===== config.mk =====
export PLATFORM = sky130hd
export DESIGN_NAME = ets_div
export DESIGN_NICKNAME = d
export VERILOG_FILES = /design/src/assert_macros.svh /design/src/ets_pkg.sv /design/src/ets_div.sv
export SDC_FILE = /design/constraint.sdc
export NUM_CORES = 1
export LEC_CHECK = 0
export BUFFER_PORTS_ARGS = -buffer_cell sky130_fd_sc_hd__buf_2
export CORE_AREA = 2 2 81 83
export DETAILED_ROUTE_END_ITERATION = 8
export DIE_AREA = 0 0 83 85
export PLACE_DENSITY = 0.89
export SYNTH_ARGS = -nofsm -noshare
export SYNTH_HDL_FRONTEND = slang
export SYNTH_SLANG_ARGS = --single-unit

===== constraint.sdc =====
create_clock -name clk -period 9.05 [get_ports clk]
set_clock_uncertainty 0.2 [all_clocks]
set_input_delay 2.715 -clock clk [delete_from_list [all_inputs] [get_ports clk]]
set_output_delay 2.715 -clock clk [all_outputs]
set_load 0.01 [all_outputs]

===== src/assert_macros.svh =====
// ----------------------------------------------------------------------------
// assertion macros
// shared concurrent assertion shorthands, clocked on clk, off during reset
// ----------------------------------------------------------------------------
`ifndef ASSERT_MACROS_SVH
`define ASSERT_MACROS_SVH

// same-cycle implication
`define ASSERT_SAME(label, ante, cons) \
  label: assert property (@(posedge clk) disable iff (!rst_n) (ante) |-> (cons)) \
    else $error("assertion failed");

// next-cycle implication
`define ASSERT_NEXT(label, ante, cons) \
  label: assert property (@(posedge clk) disable iff (!rst_n) (ante) |=> (cons)) \
    else $error("assertion failed");

`endif


===== src/ets_pkg.sv =====
// ----------------------------------------------------------------------------
// ets_pkg
// shared types, sizes and helpers of the totient sieve table
// ----------------------------------------------------------------------------
package ets_pkg;

  localparam int TABLE_DEPTH = 65536;
  localparam int ADDR_W      = $clog2(TABLE_DEPTH);
  localparam int VAL_W       = 16;
  localparam int LIM_W       = 16;
  localparam int DIV_W       = ((ADDR_W > VAL_W) ? ADDR_W : VAL_W) + 1;
  localparam int DCNT_W      = $clog2(VAL_W + 1);

  typedef logic [ADDR_W-1:0] addr_t;
  typedef logic [VAL_W-1:0]  val_t;
  typedef logic [LIM_W-1:0]  lim_t;

  localparam logic REQ_BUILD = 1'b0;
  localparam logic REQ_QUERY = 1'b1;

  typedef enum logic [1:0] {
    ST_OK        = 2'd0,
    ST_ABOVE     = 2'd1,
    ST_NOT_BUILT = 2'd2,
    ST_DONE      = 2'd3
  } status_t;

  typedef struct packed {
    logic  start;
    val_t  dividend;
    addr_t divisor;
  } div_req_t;

  typedef struct packed {
    logic done;
    val_t quotient;
  } div_rsp_t;

  // 16-bit index onto the table address
  function automatic addr_t idx_to_addr(input lim_t v);
    logic [31:0] w;
    w = 32'(v);
    return w[ADDR_W-1:0];
  endfunction

  // table address as a stored 16-bit value
  function automatic val_t addr_to_val(input addr_t a);
    logic [31:0] w;
    w = 32'(a);
    return w[VAL_W-1:0];
  endfunction

  // build limit clipped to the last table entry
  function automatic addr_t sat_limit(input lim_t v);
    logic [31:0] w;
    w = 32'(v);
    if (w > 32'(TABLE_DEPTH - 1)) begin
      w = 32'(TABLE_DEPTH - 1);
    end
    return w[ADDR_W-1:0];
  endfunction

endpackage


===== src/ets_div.sv =====
// ----------------------------------------------------------------------------
// ets_div
// restoring divider, one quotient bit per cycle
// ----------------------------------------------------------------------------
module ets_div import ets_pkg::*; (
  input  logic     clk,
  input  logic     rst_n,
  input  div_req_t req,
  output div_rsp_t rsp
);

  logic              busy_r;
  logic              done_r;
  logic [DCNT_W-1:0] cnt_r;
  val_t              dvd_r;
  logic [DIV_W-1:0]  dvs_r;
  logic [DIV_W-1:0]  rem_r;
  val_t              quo_r;

  logic [DIV_W-1:0]  rem_sh;
  logic              ge;
  logic [DIV_W-1:0]  rem_nxt;

  assign rem_sh  = {rem_r[DIV_W-2:0], dvd_r[VAL_W-1]};
  assign ge      = (rem_sh >= dvs_r);
  assign rem_nxt = ge ? (rem_sh - dvs_r) : rem_sh;

  always_ff @(posedge clk) begin
    if (!rst_n) begin
      busy_r <= 1'b0;
      done_r <= 1'b0;
      cnt_r  <= '0;
    end else begin
      done_r <= 1'b0;
      if (req.start && !busy_r) begin
        busy_r <= 1'b1;
        cnt_r  <= DCNT_W'(VAL_W);
        dvd_r  <= req.dividend;
        dvs_r  <= DIV_W'(req.divisor);
        rem_r  <= '0;
        quo_r  <= '0;
      end else if (busy_r) begin
        rem_r <= rem_nxt;
        dvd_r <= {dvd_r[VAL_W-2:0], 1'b0};
        quo_r <= {quo_r[VAL_W-2:0], ge};
        cnt_r <= cnt_r - DCNT_W'(1);
        if (cnt_r == DCNT_W'(1)) begin
          busy_r <= 1'b0;
          done_r <= 1'b1;
        end
      end
    end
  end

  assign rsp.done     = done_r;
  assign rsp.quotient = quo_r;

endmodule


== After elaboration in Yosys (flattened, before gate mapping) ==
Cells that the tools add are included.
Word-level totals
  bits of input ports: 35
  output and inout bits: 17
  bits in registers: 71
  word-level logic and storage cells: 32
Cells by class
  bitwise operators: 2
  magnitude comparators: 1
  reduce and logical (&&, ||, !) cells: 7
  add/subtract/negate cells: 2
  muxes and demuxes: 11
  eq/ne operators: 1
Operators by type and width (count)
  $mux 16: 5
  $ge 17x16->1: 1
  $sub 16x16->16: 1
  $mux 5: 2
  $eq 5x1->1 const B: 1
  $sub 5x1->5 const B: 1
  $mux 1: 4
  $reduce_and 2->1: 2
  $reduce_or 3->1: 1
  $not 1->1: 2
  $reduce_bool 2->1: 1
  $reduce_or 2->1: 1
  $logic_and 1x1->1: 1
  $logic_not 1->1: 1

== Depth between registers and ports, before layout ==
Gate-level depths: netlist of run 1.
  word-level depth: 4
  gate-level depth with buffers: 11
  gate-level depth less buffers: 10

== Worst setup path after synthesis of run 1 ==
OpenSTA, ideal clock, no wires.
  path kind: in2reg
  from: input port rst_n
  to: register dvd_r[0], enable pin
  setup time: 0.454 ns
  path buffers: 0
  path slack: 3.547 ns
  data required time: 8.396 ns
  arrival time: 4.849 ns
  stages on the path: 2
  path through: inv_1 nor2_1
On the way
  longest elaborated chain between the ends: 1
Ends and longest elaborated chain
  start: declaration: line ets_div.sv:7  | input logic rst_n,
  $reduce_and 2->1 (no source line)
  end signal: assignment: line ets_div.sv:38  | dvd_r <= req.dividend;
  end signal: assignment: line ets_div.sv:44  | dvd_r <= {dvd_r[VAL_W-2:0], 1'b0};
  end: declaration: line ets_div.sv:15  | val_t dvd_r;
No other way between the ends.
A chain may end at the register's enable or synchronous reset.

== Worst setup path after layout of run 1 ==
  from: input port rst_n
  to: register rem_r[15], enable pin
On the way
  longest elaborated chain between the ends: 1
Ends and longest elaborated chain
  $reduce_and 2->1 (no source line)
  end signal: assignment: line ets_div.sv:43  | rem_r <= rem_nxt;
  end: declaration: line ets_div.sv:17  | logic [DIV_W-1:0] rem_r;
No other way between the ends.

==> run_results.csv, run 1 <==
group,metric,value,unit
clock_network,cts_tree,"yes",
die,core,6200,µm²
die,die_y,85,µm
grt,grt_pass1_wl,11.1,mm
route,avgViaCountPerCell,5.46,
power_and_ir_drop,p_int,0.603,mW
clock_network,insertion_delay,0.33,ns
power_and_ir_drop,p_sw,0.241,mW
sta,relSlewSlack,0.401,
logic_synthesis,synthTopCellsByArea,"edfxtp_1 52%, ha_1 6.1%, nand2_1 5.5%",
grt,grtUsageTotal,0.198,
logic_synthesis,yosysTopAreaCellShare,0.519,
sta,rsz0062_at_grt,"no",
clock_network,numCtsBuffers,9,
die,io_pins,52,
sta,hold_violations,0,
grt,grt_max_degree,41,
route,drtAntennaViolNets,0,
sta,fin_crit,3.94,ns
worst_setup_path,critPathBufInv,3,
die,die_area,7060,µm²
worst_setup_path,cp-endpoint,"rem_r[15]",
route,wirelength,6.74,mm
logic_synthesis,synthesis.nets,397,
die,row_count,29,
worst_setup_path,critPathLaunchType,"input pin",
route,route.detailed.drc,0,
logic_synthesis,synth-async-reset-ratio,0,
logic_synthesis,synth_common_cells,"64 x edfxtp_1, 54 x nand2_1, 26 x nor2_1",
worst_setup_path,rr_endpoint,"rem_r[13]",
worst_setup_path,cp_slowest_cell,"buf_4",
power_and_ir_drop,finalPower,0.844,mW
logic_synthesis,synth_ff_type,"edfxtp_1",
worst_setup_path,worstPathCellList,"buf_2 -> inv_1 -> nor2_4 -> buf_4",
worst_setup_path,cp_top_family,"buffers and inverters",
grt,first_global_vias,2487,
hold_path,hold_class,"reg2reg",
logic_synthesis,synth_edf_count,64,
clock_network,cts_resized,0,
power_and_ir_drop,powerDensity,201,nW/µm²
clock_network,cts.sinks,71,
logic_synthesis,synth_largest_area_cell,"edfxtp_1",
logic_synthesis,synth_sequential_area_ratio,0.557,
worst_setup_path,cp.required,8.82,ns
clock_network,cts.hold.buffers_added,0,
layout,nets,447,
logic_synthesis,synthDistinctLibCells,49,
grt,grt_remaining_overflow,0,
sta,drv_slew,0,
sta,finalCritPeriodShare,0.436,
logic_synthesis,synthMostInstantiatedCell,"edfxtp_1",
worst_setup_path,slowest_delay,0.49,ns
power_and_ir_drop,p_leak,1.76,nW
placement,gp_congestion,0.853,
route,firstDrtPassIters,4,
worst_setup_path,cp.arrival,3.72,ns
sta,tns,0,ns
worst_setup_path,worst_setup_path_end_kind,"flip-flop",
die,die_x,83,µm
sta,setup_viol,0,
layout,area_growth,13.1,%
job,maxCapViolations,0,
worst_setup_path,rrSetupSlack,5.75,ns
hold_path,min_path_cells,1,
worst_setup_path,reg2reg_from,"dvs_r[1]",
power_and_ir_drop,switching_share,0.285,
logic_synthesis,synth_area_per_cell,10.8,µm²
logic_synthesis,yosys_warnings,0,
clock_network,postCtsSetupRepairBufs,0,
power_and_ir_drop,seqPwrFrac,0.484,
placement,hpwl,4.83,mm
die,initial_utilization,0.597,
clock_network,cts_root_buf,"clkbuf_8",
route,vias,2594,
layout,n_fill_cell,438,
route,drtIter0Drc,170,
sta,tightestPinTransition,0.899,ns
power_and_ir_drop,power_frac_comb,0.233,
logic_synthesis,syn-cell-area,3700,µm²
power_and_ir_drop,vdd_drop_max,0.135,mV
grt,antenna_found_initial,0,
clock_network,clk_path_buf_depth,2,
logic_synthesis,synthCells,343,
worst_setup_path,critPathLaunch,"rst_n",
layout,drive_above_1_share,0.191,
power_and_ir_drop,clkPwrFrac,0.283,
clock_network,clkTransAtPathRegs,0.07,ns
worst_setup_path,path_max_fanout,40,
worst_setup_path,critPathKind,"in2reg",
worst_setup_path,path_depth,4,
placement,portBuffers,51,
clock_network,h-tree-depth,3,
sta,max_freq,0.254,GHz
logic_synthesis,ys_ff_latch,71,
route,wl_per_cell,14.2,µm
layout,antenna_cells,0,
outcome,outcome,"finished clean",
worst_setup_path,ff2ff_path_depth,9,
-- cell type report --
class                      count  area, µm²  area share
sequential                    71       2060       0.492
multi-input combinational    232       1470       0.351
tap                           77       96.3      0.0230
timing repair buffer          55        285      0.0681
clock buffer                   9        124      0.0296
clock inverter                 7       62.6      0.0149
inverter                      24       90.1      0.0215
-- per-layer routing --
layer / GRT usage / wire (µm) / share of wire / vias to the layer above
li1: - / - / - / 1294
met1: 0.243 / 2980 / 0.44 / 1233
met2: 0.342 / 3370 / 0.50 / 53
met3: 0.0447 / 240 / 0.036 / 14
met4: 0.0805 / 144 / 0.021 / 0
met5: 0 / 0 / 0 / -
-- through the flow --
step,hold WS (ns),cell area (µm²),setup slack (ns),instances,util
global placement,0.260,4000,4.80,459,0.645
CTS,0.290,4190,5.10,475,0.675
detailed placement,0.273,4000,4.75,459,0.645
floorplan,0.244,3700,3.55,343,-
global route,0.332,4190,5.03,475,0.675
finish,0.298,4190,5.11,475,0.675
-- logic make-up (layout without fill, tap and decap cells) --
| logic type | after synthesis | count (layout) | share of synthesized area |
|---|---|---|---|
| compound gates | 54 | 54 | 0.101 |
| fa+ha+maj | 19 | 19 | 0.0662 |
| buf+inv | 40 | 95 | 0.0483 |
| simple gates | 139 | 139 | 0.177 |
| xor+xnor | 13 | 13 | 0.0308 |
| mux | 7 | 7 | 0.0189 |
| flops | 71 | 71 | 0.557 |
-- flip-flops by register name, summed over array words and instances (netlist names) --
name and cells:
dvd_r 16, done_r 1, cnt_r 5, busy_r 1, rem_r 16, quo_r 16, dvs_r 16
-- power by group through the flow --
stage                     clock, mW  combinational, mW  sequential [mW]
after global routing          0.258              0.220            0.411
after CTS                     0.243              0.196            0.408
after floorplan                   0              0.154            0.415
final                         0.239              0.196            0.408
after global placement            0              0.186            0.414
after detailed placement          0              0.195            0.416
-- layout by cell type (no fill, tap or decap), types with 11 or more instances in the layout --
cell type | Yosys | final
inv_1 | 24 | 24
nand3_1 | 11 | 11
buf_2 | 4 | 51
and2_1 | 18 | 18
nor2_1 | 26 | 25
nand2_1 | 54 | 54
nor3_1 | 12 | 12
ha_1 | 18 | 18
a21oi_1 | 17 | 17
edfxtp_1 | 64 | 64
-- worst min-delay path by stage --
stage / startpoint / endpoint / slack [ns]
finish: cnt_r[4] / cnt_r[4] / 0.30
global placement: cnt_r[4] / cnt_r[4] / 0.26
floorplan: cnt_r[4] / cnt_r[4] / 0.24
CTS: cnt_r[4] / cnt_r[4] / 0.29
detailed placement: cnt_r[4] / cnt_r[4] / 0.27
global route: cnt_r[4] / cnt_r[4] / 0.33
No activity file was read; power rests on OpenSTA's default activity.
==> inputs of run 2 (changes only) <==
--- a/config.mk
+++ b/config.mk
@@ -6,10 +6,10 @@
 export NUM_CORES = 1
 export LEC_CHECK = 0
 export BUFFER_PORTS_ARGS = -buffer_cell sky130_fd_sc_hd__buf_2
-export CORE_AREA = 2 2 81 83
+export CORE_AREA = 2 2 84 86
 export DETAILED_ROUTE_END_ITERATION = 8
-export DIE_AREA = 0 0 83 85
-export PLACE_DENSITY = 0.89
+export DIE_AREA = 0 0 86 88
+export PLACE_DENSITY = 0.84
 export SYNTH_ARGS = -nofsm -noshare
 export SYNTH_HDL_FRONTEND = slang
 export SYNTH_SLANG_ARGS = --single-unit
==> constraint.sdc (replaced) <==
create_clock -name clk -period 3.69 [get_ports clk]
set_clock_uncertainty 0.2 [all_clocks]
set_input_delay 1.107 -clock clk [delete_from_list [all_inputs] [get_ports clk]]
set_output_delay 1.107 -clock clk [all_outputs]
set_load 0.01 [all_outputs]
==> run_results.csv, run 2 (synthesized netlist as in run 1, its figures left out) <==
group,metric,value,unit
outcome,outcome,"finished clean",
sta,finalCritPeriodShare,0.780,
die,row_count,30,
sta,whs,0.302,ns
clock_network,clkTransAtPathRegs,0.08,ns
power_and_ir_drop,p_leak,1.79,nW
clock_network,h-tree-depth,3,
clock_network,numCtsBuffers,9,
clock_network,insertion_delay,0.35,ns
clock_network,cts.sinks,71,
worst_setup_path,cp.arrival,2.78,ns
sta,tns,0,ns
route,drtAntennaViolNets,0,
worst_setup_path,cp_slowest_cell,"a22o_1",
power_and_ir_drop,vdd_drop_max,0.320,mV
grt,first_global_vias,2556,
clock_network,cts_root_buf,"clkbuf_8",
die,initial_utilization,0.557,
sta,hold_violations,0,
layout,nets,449,
sta,tightestPinTransition,0.611,ns
layout,area_growth,15.2,%
placement,hpwl,4.78,mm
die,die_area,7570,µm²
worst_setup_path,worstPathCellList,"ha_1 -> a21oi_1 -> o31ai_2 -> a21oi_1 -> a22o_1 -> buf_4 -> mux2i_1 -> nor2_1",
sta,max_freq,0.347,GHz
grt,met1_usage,0.252,
die,core,6640,µm²
grt,grt_max_degree,49,
layout,final_cell_mix,"64 x edfxtp_1, 54 x nand2_1, 51 x buf_2, 25 x nor2_1, 24 x inv_1",
worst_setup_path,ff2ff_path_depth,8,
sta,fin_crit,2.88,ns
clock_network,cts_tree,"yes",
layout,final_common_cell,"edfxtp_1",
sta,rsz0062_at_grt,"no",
worst_setup_path,path_max_fanout,10,
route,wl_per_cell,14.4,µm
grt,grtUsageMet2,0.318,
placement,gp_congestion,0.879,
worst_setup_path,cp_top_family,"compound AO/OA/AOI/OAI gates",
die,die_y,88,µm
layout,antenna_cells,0,
route,avgViaCountPerCell,5.44,
grt,grt_pass1_wl,11.5,mm
clock_network,cts_resized,0,
sta,setup_viol,0,
clock_network,clk_path_buf_depth,2,
worst_setup_path,cp.required,3.59,ns
clock_network,postCtsSetupRepairBufs,0,
worst_setup_path,path_depth,8,
clock_network,cts.hold.buffers_added,0,
sta,relSlewSlack,0.593,
worst_setup_path,slowest_delay,0.43,ns
hold_path,hold_class,"reg2reg",
route,firstDrtPassIters,4,
worst_setup_path,worst_setup_path_end_kind,"flip-flop",
placement,portBuffers,51,
worst_setup_path,critPathKind,"reg2reg",
die,io_pins,52,
hold_path,min_path_cells,1,
grt,grt_remaining_overflow,0,
power_and_ir_drop,finalPower,2.24,mW
sta,drv_slew,0,
route,drtIter0Drc,191,
die,die_x,86,µm
route,vias,2611,
worst_setup_path,critPathLaunchType,"flip-flop",
grt,grtUsageTotal,0.195,
power_and_ir_drop,powerDensity,526,nW/µm²
layout,drive_above_1_share,0.200,
grt,grt-busiest-layer,"met2",
job,maxCapViolations,0,
route,wirelength,6.94,mm
grt,antenna_found_initial,0,
route,route.detailed.drc,0,
worst_setup_path,cpMostUsedCell,"a21oi_1",
grt,use_met3,0.0377,
layout,n_fill_cell,512,
layout,final_core_util,0.642,
worst_setup_path,critPathBufInv,1,
run 2: power breakdown:
part           total (mW)  switching (mW)  internal (mW)
registers            1.00          0.0330          0.970
clock network       0.755           0.301          0.454
logic               0.487           0.276          0.211
total                2.24           0.610           1.63
run 2: metal layers:
layer  vias to the layer above  wire length [µm]
li1                       1302                 -
met1                      1227              3110
met2                        63              3310
met3                        19               294
met4                         0               216
met5                         -                 0
run 2: worst paths after layout:
| kind | start | endpoint | slack, ns |
|---|---|---|---|
| worst max register to register | rem_r[7] | rem_r[5] | 0.81 |
| worst min-delay path | cnt_r[4] | cnt_r[4] | 0.30 |
| worst max-delay path | rem_r[7] | rem_r[5] | 0.81 |
| worst min register to register | cnt_r[4] | cnt_r[4] | 0.30 |
run 2: final cells by class:
class,instances,area (µm²),share of cell area
repair buffers,57,300,0.0704
inverters,24,90.1,0.0211
clock inverters,6,115,0.0270
clock buffers,10,128,0.0299
multi-input cells,232,1470,0.344
flip-flops and latches,71,2060,0.484
well taps,80,100,0.0235
run 2: worst register-to-register path: stages (launching register included):
cell	delay (ns)
edfxtp_1	0.40
ha_1	0.40
a21oi_1	0.38
o31ai_2	0.14
a21oi_1	0.18
a22o_1	0.43
buf_4	0.24
mux2i_1	0.21
nor2_1	0.06
run 2: metrics by stage:
| stage | std cells | worst slack [ns] | area (µm²) |
|---|---|---|---|
| after floorplan | 343 | 0.592 | 3700 |
| after global placement | 464 | 0.948 | 4020 |
| after detailed placement | 464 | 0.842 | 4020 |
| after CTS | 480 | 0.843 | 4260 |
| after global routing | 480 | 0.638 | 4260 |
| final | 480 | 0.811 | 4260 |
==> inputs of run 3 (changes only) <==
--- a/config.mk
+++ b/config.mk
@@ -5,11 +5,12 @@
 export SDC_FILE = /design/constraint.sdc
 export NUM_CORES = 1
 export LEC_CHECK = 0
+export ABC_AREA = 1
 export BUFFER_PORTS_ARGS = -buffer_cell sky130_fd_sc_hd__buf_2
-export CORE_AREA = 2 2 84 86
+export CORE_AREA = 2 2 87 89
 export DETAILED_ROUTE_END_ITERATION = 8
-export DIE_AREA = 0 0 86 88
-export PLACE_DENSITY = 0.84
+export DIE_AREA = 0 0 89 91
+export PLACE_DENSITY = 0.85
 export SYNTH_ARGS = -nofsm -noshare
 export SYNTH_HDL_FRONTEND = slang
 export SYNTH_SLANG_ARGS = --single-unit
==> constraint.sdc (replaced) <==
create_clock -name clk -period 2.65 [get_ports clk]
set_clock_uncertainty 0.2 [all_clocks]
set_input_delay 0.795 -clock clk [delete_from_list [all_inputs] [get_ports clk]]
set_output_delay 0.795 -clock clk [all_outputs]
set_load 0.01 [all_outputs]
==> run_results.csv, run 3 <==
group,metric,value,unit
sta,final.setup.worst_slack,0.284,ns
route,drtAntennaViolNets,0,
die,die_y,91,µm
power_and_ir_drop,seqPwrFrac,0.493,
route,route.detailed.drc,0,
sta,fin_crit,2.37,ns
sta,rsz0062_at_grt,"no",
grt,grtUsageTotal,0.227,
sta,finalCritPeriodShare,0.893,
logic_synthesis,ys_ff_latch,71,
die,io_pins,52,
hold_path,hp-start,"cnt_r[4]",
logic_synthesis,synth_edf_count,64,
placement,gp_congestion,0.872,
route,wirelength,8.27,mm
die,row_count,31,
worst_setup_path,worst_setup_path_end_kind,"flip-flop",
worst_setup_path,rrSetupSlack,0.28,ns
grt,antenna_found_initial,0,
layout,area_growth,13.7,%
route,firstDrtPassIters,5,
route,avgViaCountPerCell,4.85,
logic_synthesis,synthesis.nets,551,
route,vias,3201,
clock_network,h-tree-depth,3,
power_and_ir_drop,clkPwrFrac,0.263,
logic_synthesis,yosysTopAreaCellShare,0.474,
sta,relSlewSlack,0.727,
grt,first_global_vias,3131,
clock_network,insertion_delay,0.35,ns
layout,final_common_cell,"nand2_1",
layout,multi_input_area,1590,µm²
hold_path,hold_class,"reg2reg",
clock_network,cts_root_buf,"clkbuf_8",
worst_setup_path,rr_endpoint,"rem_r[7]",
logic_synthesis,synth_ff_type,"edfxtp_1",
clock_network,clk_path_buf_depth,2,
logic_synthesis,synthCells,497,
worst_setup_path,cp.required,2.56,ns
die,initial_utilization,0.569,
sta,tightestPinTransition,0.409,ns
route,wl_per_cell,12.5,µm
layout,instances_no_fill,660,
worst_setup_path,cp.arrival,2.27,ns
power_and_ir_drop,p_sw,0.882,mW
logic_synthesis,synth-async-reset-ratio,0,
logic_synthesis,synth_area_per_cell,8.16,µm²
logic_synthesis,synth_largest_area_cell,"edfxtp_1",
power_and_ir_drop,switching_share,0.315,
logic_synthesis,synthDistinctLibCells,27,
worst_setup_path,reg2reg_from,"rem_r[3]",
logic_synthesis,synthTopCellsByArea,"edfxtp_1 47%, nand2_1 15%, inv_1 8.6%",
logic_synthesis,synthMostInstantiatedCell,"nand2_1",
sta,setup_viol,0,
outcome,outcome,"finished clean",
worst_setup_path,path_max_fanout,15,
clock_network,numCtsBuffers,9,
power_and_ir_drop,p_leak,2.38,nW
die,core,7140,µm²
power_and_ir_drop,vdd_drop_max,0.393,mV
power_and_ir_drop,power_frac_comb,0.244,
sta,tns,0,ns
clock_network,cts_resized,0,
layout,final_core_util,0.646,
worst_setup_path,ff2ff_path_depth,12,
worst_setup_path,critPathLaunch,"rem_r[3]",
die,die_area,8100,µm²
grt,grt_pass1_wl,14.1,mm
grt,grt_remaining_overflow,0,
clock_network,cts.hold.buffers_added,0,
worst_setup_path,critPathLaunchType,"flip-flop",
layout,nets,610,
sta,max_freq,0.423,GHz
hold_path,min_path_cells,1,
clock_network,postCtsSetupRepairBufs,0,
layout,drive_above_1_share,0.159,
clock_network,clkTransAtPathRegs,0.07,ns
placement,pre_cts_slack,0.345,ns
power_and_ir_drop,powerDensity,606,nW/µm²
placement,dp.cells,644,
logic_synthesis,synth_sequential_area_ratio,0.508,
grt,grt_max_degree,49,
sta,whs,0.282,ns
route,drtIter0Drc,264,
layout,final_cell_mix,"165 x nand2_1, 93 x inv_1, 65 x nor2_1, 64 x edfxtp_1, 51 x buf_2",
layout,ff_latch_area,2060,µm²
power_and_ir_drop,p_int,1.92,mW
clock_network,cts_tree,"yes",
clock_network,cts.sinks,71,
hold_path,hold_end,"cnt_r[4]",
worst_setup_path,critPathKind,"reg2reg",
sta,hold_violations,0,
layout,antenna_cells,0,
logic_synthesis,syn-cell-area,4060,µm²
logic_synthesis,synth_common_cells,"165 x nand2_1, 93 x inv_1, 67 x nor2_1",
logic_synthesis,yosys_warnings,0,
die,die_x,89,µm
sta,drv_slew,0,
layout,n_fill_cell,618,
job,maxCapViolations,0,
placement,hpwl,6.13,mm
placement,portBuffers,51,
## run 3: cell count changes after synthesis, moves of 16 or more
cell,previous run,this run
nor2_1,26,67
and2_1,18,2
nand2_1,54,165
inv_1,24,93
## run 3: worst max-delay path, cell delays in order (launching register included)
cell and delay (ns):
edfxtp_1 0.42, ha_1 0.40, nand2_1 0.10, inv_1 0.09, nand2_2 0.06, inv_1 0.06
nand2_1 0.05, nor2_1 0.11, nor2_2 0.07, nand2_4 0.19, inv_1 0.17, nor2_1 0.13
nor2_1 0.06
## run 3: cell type report
cell class / count / share of cell area
clock buffers: 9 / 0.0269
clock inverters: 7 / 0.00841
inverters: 94 / 0.0765
multi-input cells: 322 / 0.345
flip-flops and latches: 71 / 0.447
well taps: 99 / 0.0269
repair buffers: 58 / 0.0694
## run 3: worst max-delay path by stage
stage / endpoint / slack [ns] / cells after the start
2_1_floorplan: dvs_r[0] / 0.21 / 5
6_report: rem_r[7] / 0.28 / 12
3_3_place_gp: rem_r[7] / 0.36 / 10
3_5_place_dp: rem_r[7] / 0.34 / 10
5_1_grt: rem_r[4] / 0.10 / 10
4_1_cts: rem_r[7] / 0.32 / 12
## run 3: cells by family (layout without fill, tap and decap cells)
group                      count (synthesis)  in the layout  share of synthesized area
buffers and inverters                    104            168                      0.104
DFF                                       71             71                      0.508
adders and majority gates                 19             19                     0.0604
and+or+nand+nor                          284            284                      0.297
AOI/OAI and AO/OA                         12             12                     0.0154
xor gates and xnor gates                   7              7                     0.0151
## run 3: metrics by stage
step | cell area [µm²] | total power [mW]
after global placement | 4450 | 2.06
after detailed placement | 4450 | 2.08
after CTS | 4610 | 2.80
after global routing | 4610 | 2.96
final | 4610 | 2.80
after floorplan | 4070 | 1.90
## run 3: power by group through the flow
| stage | registers (mW) | clock network, mW | logic, mW |
|---|---|---|---|
| 2_1_floorplan | 1.40 | 0 | 0.500 |
| 3_3_place_gp | 1.40 | 0 | 0.660 |
| 3_5_place_dp | 1.40 | 0 | 0.677 |
| 4_1_cts | 1.38 | 0.739 | 0.682 |
| 5_1_grt | 1.39 | 0.785 | 0.784 |
| 6_report | 1.38 | 0.735 | 0.682 |
## run 3: routing by layer
metal | global-route usage | vias to the layer above | routed length (µm)
met5 | 0 | - | 0
met4 | 0.0821 | 0 | 107
met3 | 0.0536 | 7 | 679
met2 | 0.353 | 109 | 3980
met1 | 0.310 | 1425 | 3500
li1 | - | 1660 | -
